==> src/hdl/tmqc_pkg.sv <==
// shared types, constants and the blend table builder for the mesh quality cost unit
// no dependencies
package tmqc_pkg;

  localparam int FRAC_BITS    = 16;
  localparam int TANH_ENTRIES = 256;
  localparam int IDX_W        = $clog2(TANH_ENTRIES);
  localparam int BLEND_W      = 30;
  localparam int SUM_W        = 48;
  localparam int DIV_STEPS    = 16;
  localparam int DCNT_W       = $clog2(DIV_STEPS);

  localparam logic [30:0] Q30_ONE  = 31'h4000_0000;
  localparam logic [32:0] RATIO_K  = 33'd7439101574;
  localparam logic [31:0] COST_MAX = 32'hFFFF_FFFF;
  localparam logic [31:0] COST_ONE = 32'd1 << FRAC_BITS;

  typedef logic [4:0] op_t;

  localparam op_t OP_NOP   = 5'd0;
  localparam op_t OP_LOAD  = 5'd1;
  localparam op_t OP_MA    = 5'd2;
  localparam op_t OP_MB    = 5'd3;
  localparam op_t OP_JSIGN = 5'd4;
  localparam op_t OP_ONE   = 5'd5;
  localparam op_t OP_NEGM  = 5'd6;
  localparam op_t OP_NEGSQ = 5'd7;
  localparam op_t OP_P1    = 5'd8;
  localparam op_t OP_P2    = 5'd9;
  localparam op_t OP_T1    = 5'd10;
  localparam op_t OP_T2    = 5'd11;
  localparam op_t OP_T3    = 5'd12;
  localparam op_t OP_T4    = 5'd13;
  localparam op_t OP_NORM  = 5'd14;
  localparam op_t OP_RKLO  = 5'd15;
  localparam op_t OP_RKHI  = 5'd16;
  localparam op_t OP_DINIT = 5'd17;
  localparam op_t OP_DSTEP = 5'd18;
  localparam op_t OP_RATIO = 5'd19;
  localparam op_t OP_PCOST = 5'd20;
  localparam op_t OP_ACC   = 5'd21;
  localparam op_t OP_EMAX  = 5'd22;
  localparam op_t OP_AINIT = 5'd23;
  localparam op_t OP_BL1   = 5'd24;
  localparam op_t OP_BL2   = 5'd25;

  typedef struct packed {
    logic j_zero;
    logic j_neg;
    logic norm_done;
    logic div_last;
    logic max_big;
    logic last;
  } status_t;

  typedef logic [TANH_ENTRIES-1:0][BLEND_W-1:0] blend_tab_t;

  // unsigned quotient by shift and subtract, only evaluated while building the table
  function automatic logic [63:0] cdiv(logic [63:0] num, logic [63:0] den);
    logic [64:0] rem;
    logic [63:0] quo;
    rem = '0;
    quo = '0;
    for (int i = 63; i >= 0; i--) begin
      rem = {rem[63:0], num[i]};
      if (rem >= 65'(den)) begin
        rem    = rem - 65'(den);
        quo[i] = 1'b1;
      end
    end
    return quo;
  endfunction

  // e^-f in Q30, truncated series
  function automatic logic [63:0] exp_frac(logic [63:0] f);
    longint      sum;
    logic [63:0] term;
    sum  = longint'(Q30_ONE);
    term = 64'(Q30_ONE);
    for (int n = 1; n <= 16; n++) begin
      term = cdiv((term * f) >> 30, 64'(n));
      if ((n & 1) == 1) sum = sum - longint'(term);
      else              sum = sum + longint'(term);
    end
    return (sum < 0) ? 64'd0 : 64'(sum);
  endfunction

  function automatic logic [63:0] exp_neg(logic [63:0] z);
    logic [63:0] k;
    logic [63:0] e;
    logic [63:0] e1;
    k  = z >> 30;
    e  = exp_frac(z & (64'(Q30_ONE) - 64'd1));
    e1 = exp_frac(64'(Q30_ONE));
    for (longint j = 0; j < longint'(k); j++) begin
      e = (e * e1) >> 30;
    end
    return e;
  endfunction

  // blend factor 0.5*(tanh(5(c-1))+1) in Q30 over c in [0, 1]
  function automatic blend_tab_t build_blend();
    blend_tab_t  tab;
    logic [63:0] den;
    logic [63:0] steps;
    logic [63:0] z;
    logic [63:0] e;
    den = 64'(TANH_ENTRIES - 1);
    for (int i = 0; i < TANH_ENTRIES; i++) begin
      steps  = den - 64'(i);
      z      = cdiv(64'd10 * steps * 64'(Q30_ONE), den);
      e      = exp_neg(z);
      tab[i] = BLEND_W'(cdiv(e << 30, 64'(Q30_ONE) + e));
    end
    return tab;
  endfunction

endpackage

==> src/hdl/tmqc_ctrl.sv <==
// controller: sequences datapath operations per triangle and per node result
// uses tmqc_pkg for operation codes and status
module tmqc_ctrl (
  input  logic              clk,
  input  logic              rst_n,
  input  logic              in_valid,
  output logic              in_ready,
  output logic              out_valid,
  input  logic              out_ready,
  input  tmqc_pkg::status_t sts,
  output tmqc_pkg::op_t     op
);

  localparam logic [4:0] S_IDLE  = 5'd0;
  localparam logic [4:0] S_MA    = 5'd1;
  localparam logic [4:0] S_MB    = 5'd2;
  localparam logic [4:0] S_JS    = 5'd3;
  localparam logic [4:0] S_ONE   = 5'd4;
  localparam logic [4:0] S_NEGM  = 5'd5;
  localparam logic [4:0] S_NEGSQ = 5'd6;
  localparam logic [4:0] S_P1    = 5'd7;
  localparam logic [4:0] S_P2    = 5'd8;
  localparam logic [4:0] S_T1    = 5'd9;
  localparam logic [4:0] S_T2    = 5'd10;
  localparam logic [4:0] S_T3    = 5'd11;
  localparam logic [4:0] S_T4    = 5'd12;
  localparam logic [4:0] S_NORM  = 5'd13;
  localparam logic [4:0] S_RKLO  = 5'd14;
  localparam logic [4:0] S_RKHI  = 5'd15;
  localparam logic [4:0] S_DINIT = 5'd16;
  localparam logic [4:0] S_DSTEP = 5'd17;
  localparam logic [4:0] S_RATIO = 5'd18;
  localparam logic [4:0] S_PCOST = 5'd19;
  localparam logic [4:0] S_ACC   = 5'd20;
  localparam logic [4:0] S_FIN   = 5'd21;
  localparam logic [4:0] S_EMAX  = 5'd22;
  localparam logic [4:0] S_AINIT = 5'd23;
  localparam logic [4:0] S_ASTEP = 5'd24;
  localparam logic [4:0] S_BL1   = 5'd25;
  localparam logic [4:0] S_BL2   = 5'd26;

  logic [4:0] state_r, state_nxt;
  logic       out_valid_r, out_valid_nxt;
  logic       out_free, emit;

  assign out_free = !out_valid_r || out_ready;

  always_comb begin
    state_nxt = state_r;
    op        = tmqc_pkg::OP_NOP;
    emit      = 1'b0;
    unique case (state_r)
      S_IDLE: begin
        if (in_valid) begin
          op        = tmqc_pkg::OP_LOAD;
          state_nxt = S_MA;
        end
      end
      S_MA:    begin op = tmqc_pkg::OP_MA; state_nxt = S_MB; end
      S_MB:    begin op = tmqc_pkg::OP_MB; state_nxt = S_JS; end
      S_JS: begin
        op = tmqc_pkg::OP_JSIGN;
        priority if (sts.j_zero) state_nxt = S_ONE;
        else if (sts.j_neg)      state_nxt = S_NEGM;
        else                     state_nxt = S_P1;
      end
      S_ONE:   begin op = tmqc_pkg::OP_ONE;   state_nxt = S_ACC;   end
      S_NEGM:  begin op = tmqc_pkg::OP_NEGM;  state_nxt = S_NEGSQ; end
      S_NEGSQ: begin op = tmqc_pkg::OP_NEGSQ; state_nxt = S_ACC;   end
      S_P1:    begin op = tmqc_pkg::OP_P1;    state_nxt = S_P2;    end
      S_P2:    begin op = tmqc_pkg::OP_P2;    state_nxt = S_T1;    end
      S_T1:    begin op = tmqc_pkg::OP_T1;    state_nxt = S_T2;    end
      S_T2:    begin op = tmqc_pkg::OP_T2;    state_nxt = S_T3;    end
      S_T3:    begin op = tmqc_pkg::OP_T3;    state_nxt = S_T4;    end
      S_T4:    begin op = tmqc_pkg::OP_T4;    state_nxt = S_NORM;  end
      S_NORM: begin
        op = tmqc_pkg::OP_NORM;
        if (sts.norm_done) state_nxt = S_RKLO;
      end
      S_RKLO:  begin op = tmqc_pkg::OP_RKLO;  state_nxt = S_RKHI;  end
      S_RKHI:  begin op = tmqc_pkg::OP_RKHI;  state_nxt = S_DINIT; end
      S_DINIT: begin op = tmqc_pkg::OP_DINIT; state_nxt = S_DSTEP; end
      S_DSTEP: begin
        op = tmqc_pkg::OP_DSTEP;
        if (sts.div_last) state_nxt = S_RATIO;
      end
      S_RATIO: begin op = tmqc_pkg::OP_RATIO; state_nxt = S_PCOST; end
      S_PCOST: begin op = tmqc_pkg::OP_PCOST; state_nxt = S_ACC;   end
      S_ACC: begin
        op        = tmqc_pkg::OP_ACC;
        state_nxt = sts.last ? S_FIN : S_IDLE;
      end
      S_FIN: state_nxt = sts.max_big ? S_EMAX : S_AINIT;
      S_EMAX: begin
        if (out_free) begin
          op        = tmqc_pkg::OP_EMAX;
          emit      = 1'b1;
          state_nxt = S_IDLE;
        end
      end
      S_AINIT: begin op = tmqc_pkg::OP_AINIT; state_nxt = S_ASTEP; end
      S_ASTEP: begin
        op = tmqc_pkg::OP_DSTEP;
        if (sts.div_last) state_nxt = S_BL1;
      end
      S_BL1: begin op = tmqc_pkg::OP_BL1; state_nxt = S_BL2; end
      S_BL2: begin
        if (out_free) begin
          op        = tmqc_pkg::OP_BL2;
          emit      = 1'b1;
          state_nxt = S_IDLE;
        end
      end
      default: state_nxt = S_IDLE;
    endcase
  end

  always_comb begin
    out_valid_nxt = out_valid_r;
    priority if (emit)  out_valid_nxt = 1'b1;
    else if (out_ready) out_valid_nxt = 1'b0;
  end

  always_ff @(posedge clk) begin
    if (!rst_n) begin
      state_r     <= S_IDLE;
      out_valid_r <= 1'b0;
    end else begin
      state_r     <= state_nxt;
      out_valid_r <= out_valid_nxt;
    end
  end

  assign in_ready  = (state_r == S_IDLE);
  assign out_valid = out_valid_r;

endmodule

==> config.mk <==
export PLATFORM = sky130hd
export DESIGN_NAME = tmqc_ctrl
export DESIGN_NICKNAME = d
export VERILOG_FILES = /design/src/hdl/tmqc_pkg.sv /design/src/hdl/tmqc_ctrl.sv
export SDC_FILE = /design/constraint.sdc
export NUM_CORES = 1
export LEC_CHECK = 0
export ABC_AREA = 1
export BUFFER_PORTS_ARGS = -buffer_cell sky130_fd_sc_hd__clkbuf_2
export CORE_MARGIN = 3
export CORE_UTILIZATION = 45
export DETAILED_ROUTE_END_ITERATION = 16
export PLACE_DENSITY = 0.66
export SYNTH_ARGS = -nofsm -noshare
export SYNTH_HDL_FRONTEND = slang
export SYNTH_SLANG_ARGS = --single-unit
==> constraint.sdc <==
create_clock -name clk -period 1.51 [get_ports clk]
set_input_delay 0.151 -clock clk [delete_from_list [all_inputs] [get_ports clk]]
set_output_delay 0.151 -clock clk [all_outputs]
set_load 0.02 [all_outputs]
==> results of run 1 <==
-- synthesized netlist by cell type, types with 2 or more instances --
master / count
nor2_1: 19
nand3_2: 3
inv_2: 5
nand2_1: 34
dfxtp_1: 6
nor2_4: 5
o21ai_0: 4
nand3_1: 21
nand2_2: 3
nand4_1: 4
inv_1: 14
a21oi_1: 8
nor2_2: 8
o21a_1: 2
-- flip-flops by register name (all words and copies together), names as in the netlist --
signal and cells:
out_valid 1, state_r 5
-- worst max-delay path, delay by kind of cell, from the launching register on --
kind | cells | cell delay (ns)
flops | 1 | 0.36
compound gates | 1 | 0.09
buf+inv | 3 | 0.40
simple gates | 3 | 0.49
-- cells by family (layout without fill, tap and decap cells) --
logic type / Yosys count / in the layout / share of synthesized area [%]
AND/OR/NAND/NOR: 103 / 103 / 64.42
buffers and inverters: 20 / 58 / 9.866
AO/OA/AOI/OAI: 17 / 17 / 11.36
flip-flops: 6 / 6 / 14.35
-- timing repair --
action	in CTS	in global routing
hold endpoints to repair	0	0
resized for setup	22	5
pin swaps	6	6
setup buffers	2	4
setup endpoints to repair	6	10
-- power groups by stage --
| stage | combinational [mW] | clock (mW) | sequential, mW |
|---|---|---|---|
| 3_3_place_gp | 1.74 | 0 | 0.313 |
| 5_1_grt | 2.18 | 0.169 | 0.364 |
| 3_5_place_dp | 1.75 | 0 | 0.319 |
| 2_1_floorplan | 1.19 | 0 | 0.319 |
| 6_report | 2.03 | 0.163 | 0.354 |
| 4_1_cts | 1.92 | 0.161 | 0.343 |
-- area by class of cell --
class / count / share of cell area, %
clock buffers: 3 / 1.911
inverters: 19 / 6.051
repair buffers: 36 / 22.82
flip-flops and latches: 6 / 11.36
multi-input cells: 120 / 55.31
well taps: 24 / 2.548
-- routing by layer --
layer	routed length (um)	vias up	track usage [%]
met5	0	-	0
met3	284	10	4.893
met2	1432	83	41.52
met1	1249	522	30.77
met4	63	0	10.90
li1	-	561	-
-- worst max path at each step --
| stage | cells after the start | startpoint | endpoint | slack (ns) |
|---|---|---|---|---|
| 2_1_floorplan | 10 | state_r[0] | state_r[2] | 0.04 |
| 3_5_place_dp | 7 | state_r[2] | op[2] | -0.05 |
| 3_3_place_gp | 7 | state_r[2] | op[2] | -0.01 |
| 5_1_grt | 7 | state_r[3] | op[2] | -0.33 |
| 4_1_cts | 7 | state_r[3] | op[4] | -0.17 |
| 6_report | 7 | state_r[3] | op[2] | -0.23 |
-- metrics by stage --
stage / setup TNS [ns] / std cells / total power [mW] / hold WS (ns)
after floorplan: 0 / 146 / 1.505 / 0.2602
after global placement: -0.01004 / 199 / 2.054 / 0.4321
after detailed placement: -0.1028 / 199 / 2.070 / 0.4523
after CTS: -0.7575 / 204 / 2.428 / 0.1823
after global routing: -2.319 / 208 / 2.711 / 0.2064
final: -1.465 / 208 / 2.548 / 0.1901
==> results.toml, run 1 <==
[outcome]
outcome = "finished, violations left"
violations = "setup timing"

[timing]
relSlewSlack_pct = 70.25
max_freq_ghz = 0.5733
drv_slew = 0
setup_viol = 10
rsz0062_at_grt = "true"
worst-slew-pin-transition_ns = 0.4446
hold_violations = 0
fin_ws_ns = -0.2344
min_period_ns = 1.744
final.period_utilization_pct = 115.5
fin_skew_ns = 0.002369

[clocking]
cts_sinks = 6
clk_transition_reported_paths_ns = 0.05
clk_latency_ns = 0.25
cts.hold.buffers_added = 0
cts_buffers = 3
htree_levels = 1
cts_tree = "built"
ctsRootBufferMaster = "clkbuf_4"
clock_path_buffers = 2

[critical_path]
max_stage_delay_ns = 0.36
crit_arrival_ns = 1.59
required_ns = 1.36
crit_slowest_cell = "dfxtp_4"
cp_max_fo = 7
setup.worst_path.start_class = "register"
cp_cell_sequence = "buf_6 -> nor2_4 -> inv_1 -> nor2_2 -> a21oi_1 -> nand4_1 -> clkbuf_8"
path_class = "register to output port"
critPathCaptureType = "output port"
r2r-start = "state_r[3]"
r2r_end = "state_r[3]"
r2r_cells = 11
rrSetupSlack_ns = -0.14

[power]
ir_drop_mv = 1.272
power_density_nw_per_um2 = 2161
p_sw_share_pct = 54.71
p_sw_mw = 1.394
power_frac_clock_pct = 6.4
p_seq_share_pct = 13.9
combPwrFrac_pct = 79.7
p_int_mw = 1.154
leakage_nw = 0.6461

[global_route]
grt_pass1_vias = 1113
overflow = 0
antenna_found_initial = 0
grt_pass1_wl_um = 4809
grt_max_degree = 11
grt_usage_pct = 24.97

[job]
drv_cap = 0

[yosys]
synth.net_count = 156
synth_cell_type_count = 24
synth-edff-count = 0
synth_top_area_share_pct = 15.25
seq_area_frac_synth_pct = 14.35
async_flop_share_pct = 0
avgSynthCellArea_um2 = 5.733
ys_ff_latch = 6
netlist_instances = 146
synth.area.top_cells = "nand2_1 (15%), dfxtp_1 (14%), nand3_1 (13%), nor2_1 (8.5%), nor2_4 (6.7%)"
synth_ff_type = "dfxtp_1"
synth_top_area_cell = "nand2_1"
yosys_warnings = 0
syn_area_um2 = 837.1

[min_path]
holdPathEnd = "state_r[4]"
hold_depth = 3
hold_path.class = "primary input to register"
min_from = "rst_n"

[finish]
final_util_pct = 72.35
fill_cells = 146
seqCellArea_um2 = 133.9
num_antenna_cells = 0
mostFrequentLayoutCells = "nand2_1 (34), nand3_1 (21), buf_4 (19)"
syn_to_final_growth_pct = 40.81
final_common_cell = "nand2_1"
nNetsFinal = 196
layout-drive-gt1-share_pct = 40.76
multi_input_area_um2 = 651.9
stdcell_area_um2 = 1179

[detailed_routing]
num_vias = 1176
avgRoutedWirePerCell_um = 14.56
drt-pass1-iter-count = 4
via_per_inst = 5.654
drtAntennaViolNets = 0
drc = 0
finalWirelength_um = 3029
drtIter0Drc = 103

[floorplan]
ioPinCount = 17
die_y_um = 49.13
core_area_um2 = 1629
die_area_um2 = 2414
rows = 14
die_w_um = 49.13
start_util_pct = 51.38

[placement]
placed_area_um2 = 1041
dp_hpwl_um = 2257
place_ws_ns = -0.04574
port_buffers = 16
finalWeightedCongestion = 0.9888
No activity file was read; power rests on OpenSTA's default activity.
==> inputs of run 2 (changes only) <==
--- a/config.mk
+++ b/config.mk
@@ -5,12 +5,11 @@
 export SDC_FILE = /design/constraint.sdc
 export NUM_CORES = 1
 export LEC_CHECK = 0
-export ABC_AREA = 1
 export BUFFER_PORTS_ARGS = -buffer_cell sky130_fd_sc_hd__clkbuf_2
 export CORE_MARGIN = 3
 export CORE_UTILIZATION = 45
 export DETAILED_ROUTE_END_ITERATION = 16
-export PLACE_DENSITY = 0.66
+export PLACE_DENSITY = 0.67
 export SYNTH_ARGS = -nofsm -noshare
 export SYNTH_HDL_FRONTEND = slang
 export SYNTH_SLANG_ARGS = --single-unit
==> results.toml, run 2 <==
[outcome]
outcome = "finished, violations left"
violations = "setup timing"

[detailed_routing]
finalWirelength_um = 3267
drc = 0
avgRoutedWirePerCell_um = 19.11
num_vias = 1100
drtIter0Drc = 59
via_per_inst = 6.433
drtAntennaViolNets = 0
drt-pass1-iter-count = 4

[timing]
min_period_ns = 1.661
max_freq_ghz = 0.6021
relSlewSlack_pct = 71.64
rsz0062_at_grt = "true"
worst-slew-pin-transition_ns = 0.4200
setup_viol = 8
hold_violations = 0
fin_skew_ns = 0.004993
setup_tns_ns = -0.6901
fin_ws_ns = -0.1510
drv_slew = 0
final.period_utilization_pct = 110.0

[placement]
dp_hpwl_um = 1808
port_buffers = 16
place_inst = 159
finalWeightedCongestion = 0.9197
placed_area_um2 = 1015

[power]
power_density_nw_per_um2 = 1291
leakage_nw = 0.5916
ir_drop_mv = 1.006
p_total_mw = 1.708

[critical_path]
critPathCaptureType = "output port"
rrSetupSlack_ns = -0.10
crit_arrival_ns = 1.51
r2r_cells = 4
cp_max_fo = 10
r2r_end = "state_r[1]"
r2r-start = "state_r[2]"
setup.worst_path.start_class = "register"
required_ns = 1.36
path_class = "register to output port"

[yosys]
synth_cell_type_count = 40
syn_area_um2 = 740.7
seq_area_frac_synth_pct = 16.22
synth.area.top_cells = "dfxtp_1 (16%), a21oi_1 (8.1%), nand2_1 (6.1%), nor2b_1 (5.1%), o21ai_0 (4.7%)"
ys_ff_latch = 6
synth_ff_type = "dfxtp_1"
synth.net_count = 121
yosys_warnings = 0
netlist_instances = 111
synth_top_area_cell = "dfxtp_1"
synth_top_area_share_pct = 16.22
yosys-top-cells-count = "a21oi_1 (12), nand2_1 (12), o21ai_0 (7)"
avgSynthCellArea_um2 = 6.673
async_flop_share_pct = 0
synth-edff-count = 0

[floorplan]
die_y_um = 46.57
die_w_um = 46.57
core_area_um2 = 1524
ioPinCount = 17
start_util_pct = 48.60
rows = 14
die_area_um2 = 2169

[global_route]
grt_pass1_vias = 961
grt_usage_pct = 29.88
grt_max_degree = 17
overflow = 0
grt_pass1_wl_um = 4554
antenna_found_initial = 0

[finish]
syn_to_final_growth_pct = 78.55
multi_input_area_um2 = 688.2
seqCellArea_um2 = 133.9
nNetsFinal = 167
final_common_cell = "buf_4"
instances_no_fill = 171
fill_cells = 72
largest_reg_flops = 5
layout-drive-gt1-share_pct = 58.06
final_util_pct = 86.78
stdcell_area_um2 = 1323
mostFrequentLayoutCells = "buf_4 (30), nand2_1 (10), clkbuf_2 (10), buf_6 (10), a21oi_1 (9)"
num_antenna_cells = 0
top_register = "state_r"

[clocking]
cts_tree = "built"
htree_levels = 1
ctsRootBufferMaster = "clkbuf_4"
clk_latency_ns = 0.25
cts_sinks = 6
clock_path_buffers = 2
cts_buffers = 3
clk_transition_reported_paths_ns = 0.05
cts.hold.buffers_added = 0

[min_path]
min_from = "sts[4]"
holdPathEnd = "state_r[1]"
hold_path.class = "primary input to register"
hold_depth = 3

[job]
drv_cap = 0
==> run 2: worst max-delay path, cell delays in order, from the launching register on <==
cell	delay, ns
dfxtp_2	0.35
buf_6	0.17
inv_1	0.12
nor4_2	0.21
o21ai_2	0.12
o311ai_2	0.09
buf_4	0.20
==> run 2: how the worst max path moves through the flow <==
stage | start | endpoint | slack, ns | cells after the start
6_report | state_r[3] | op[1] | -0.15 | 6
5_1_grt | state_r[3] | op[1] | -0.22 | 6
4_1_cts | state_r[0] | op[1] | -0.1 | 6
3_5_place_dp | state_r[1] | op[0] | -0.07 | 5
3_3_place_gp | state_r[1] | op[1] | -0.08 | 6
2_1_floorplan | state_r[1] | op[1] | -0.04 | 4
==> run 2: metrics by stage <==
step,worst slack [ns],hold WS (ns)
6_report,-0.1510,0.2002
5_1_grt,-0.2201,0.2243
4_1_cts,-0.09841,0.1897
3_5_place_dp,-0.06972,0.4656
3_3_place_gp,-0.07872,0.4610
2_1_floorplan,-0.03899,0.2792
==> run 2: area by class of cell <==
| type | instances | share of cell area, % |
|---|---|---|
| Clock buffer | 3 | 1.703 |
| Inverter | 6 | 1.703 |
| Multi-Input combinational cell | 87 | 52.03 |
| Sequential cell | 6 | 10.12 |
| Tap cell | 16 | 1.514 |
| Timing Repair Buffer | 53 | 32.92 |
==> run 2: routing by layer <==
metal / vias up / GRT usage, % / wire length (um) / part of all wire (%)
met4: 0 / 12.50 / 117 / 3.6
met1: 527 / 37.56 / 1274 / 39
met5: - / 0 / 0 / 0
met2: 62 / 48.63 / 1588 / 49
met3: 12 / 6.250 / 285 / 8.7
li1: 499 / - / - / -
==> run 2: what timing repair did <==
action | 4_1_cts | 5_1_grt
pin swaps | 11 | 4
gates resized for setup | 47 | 19
setup buffers | 6 | 4
endpoints found under the setup margin | 9 | 11
==> run 2: logic make-up (layout without fill, tap and decap cells) <==
| group | count (synthesis) | in the layout | share of synthesized area (%) |
|---|---|---|---|
| AOI/OAI and AO/OA | 42 | 42 | 37.00 |
| and+or+nand+nor | 40 | 40 | 30.41 |
| buffers and inverters | 18 | 62 | 9.966 |
| DFF | 6 | 6 | 16.22 |
| muxes | 3 | 3 | 4.054 |
| xor gates and xnor gates | 2 | 2 | 2.365 |
==> run 2: report_power, final <==
group	leakage (nW)	internal, mW	switching, mW
combinational	0.526	0.639	0.639
sequential	0.0519	0.203	0.0787
clock	0.0138	0.0899	0.0586
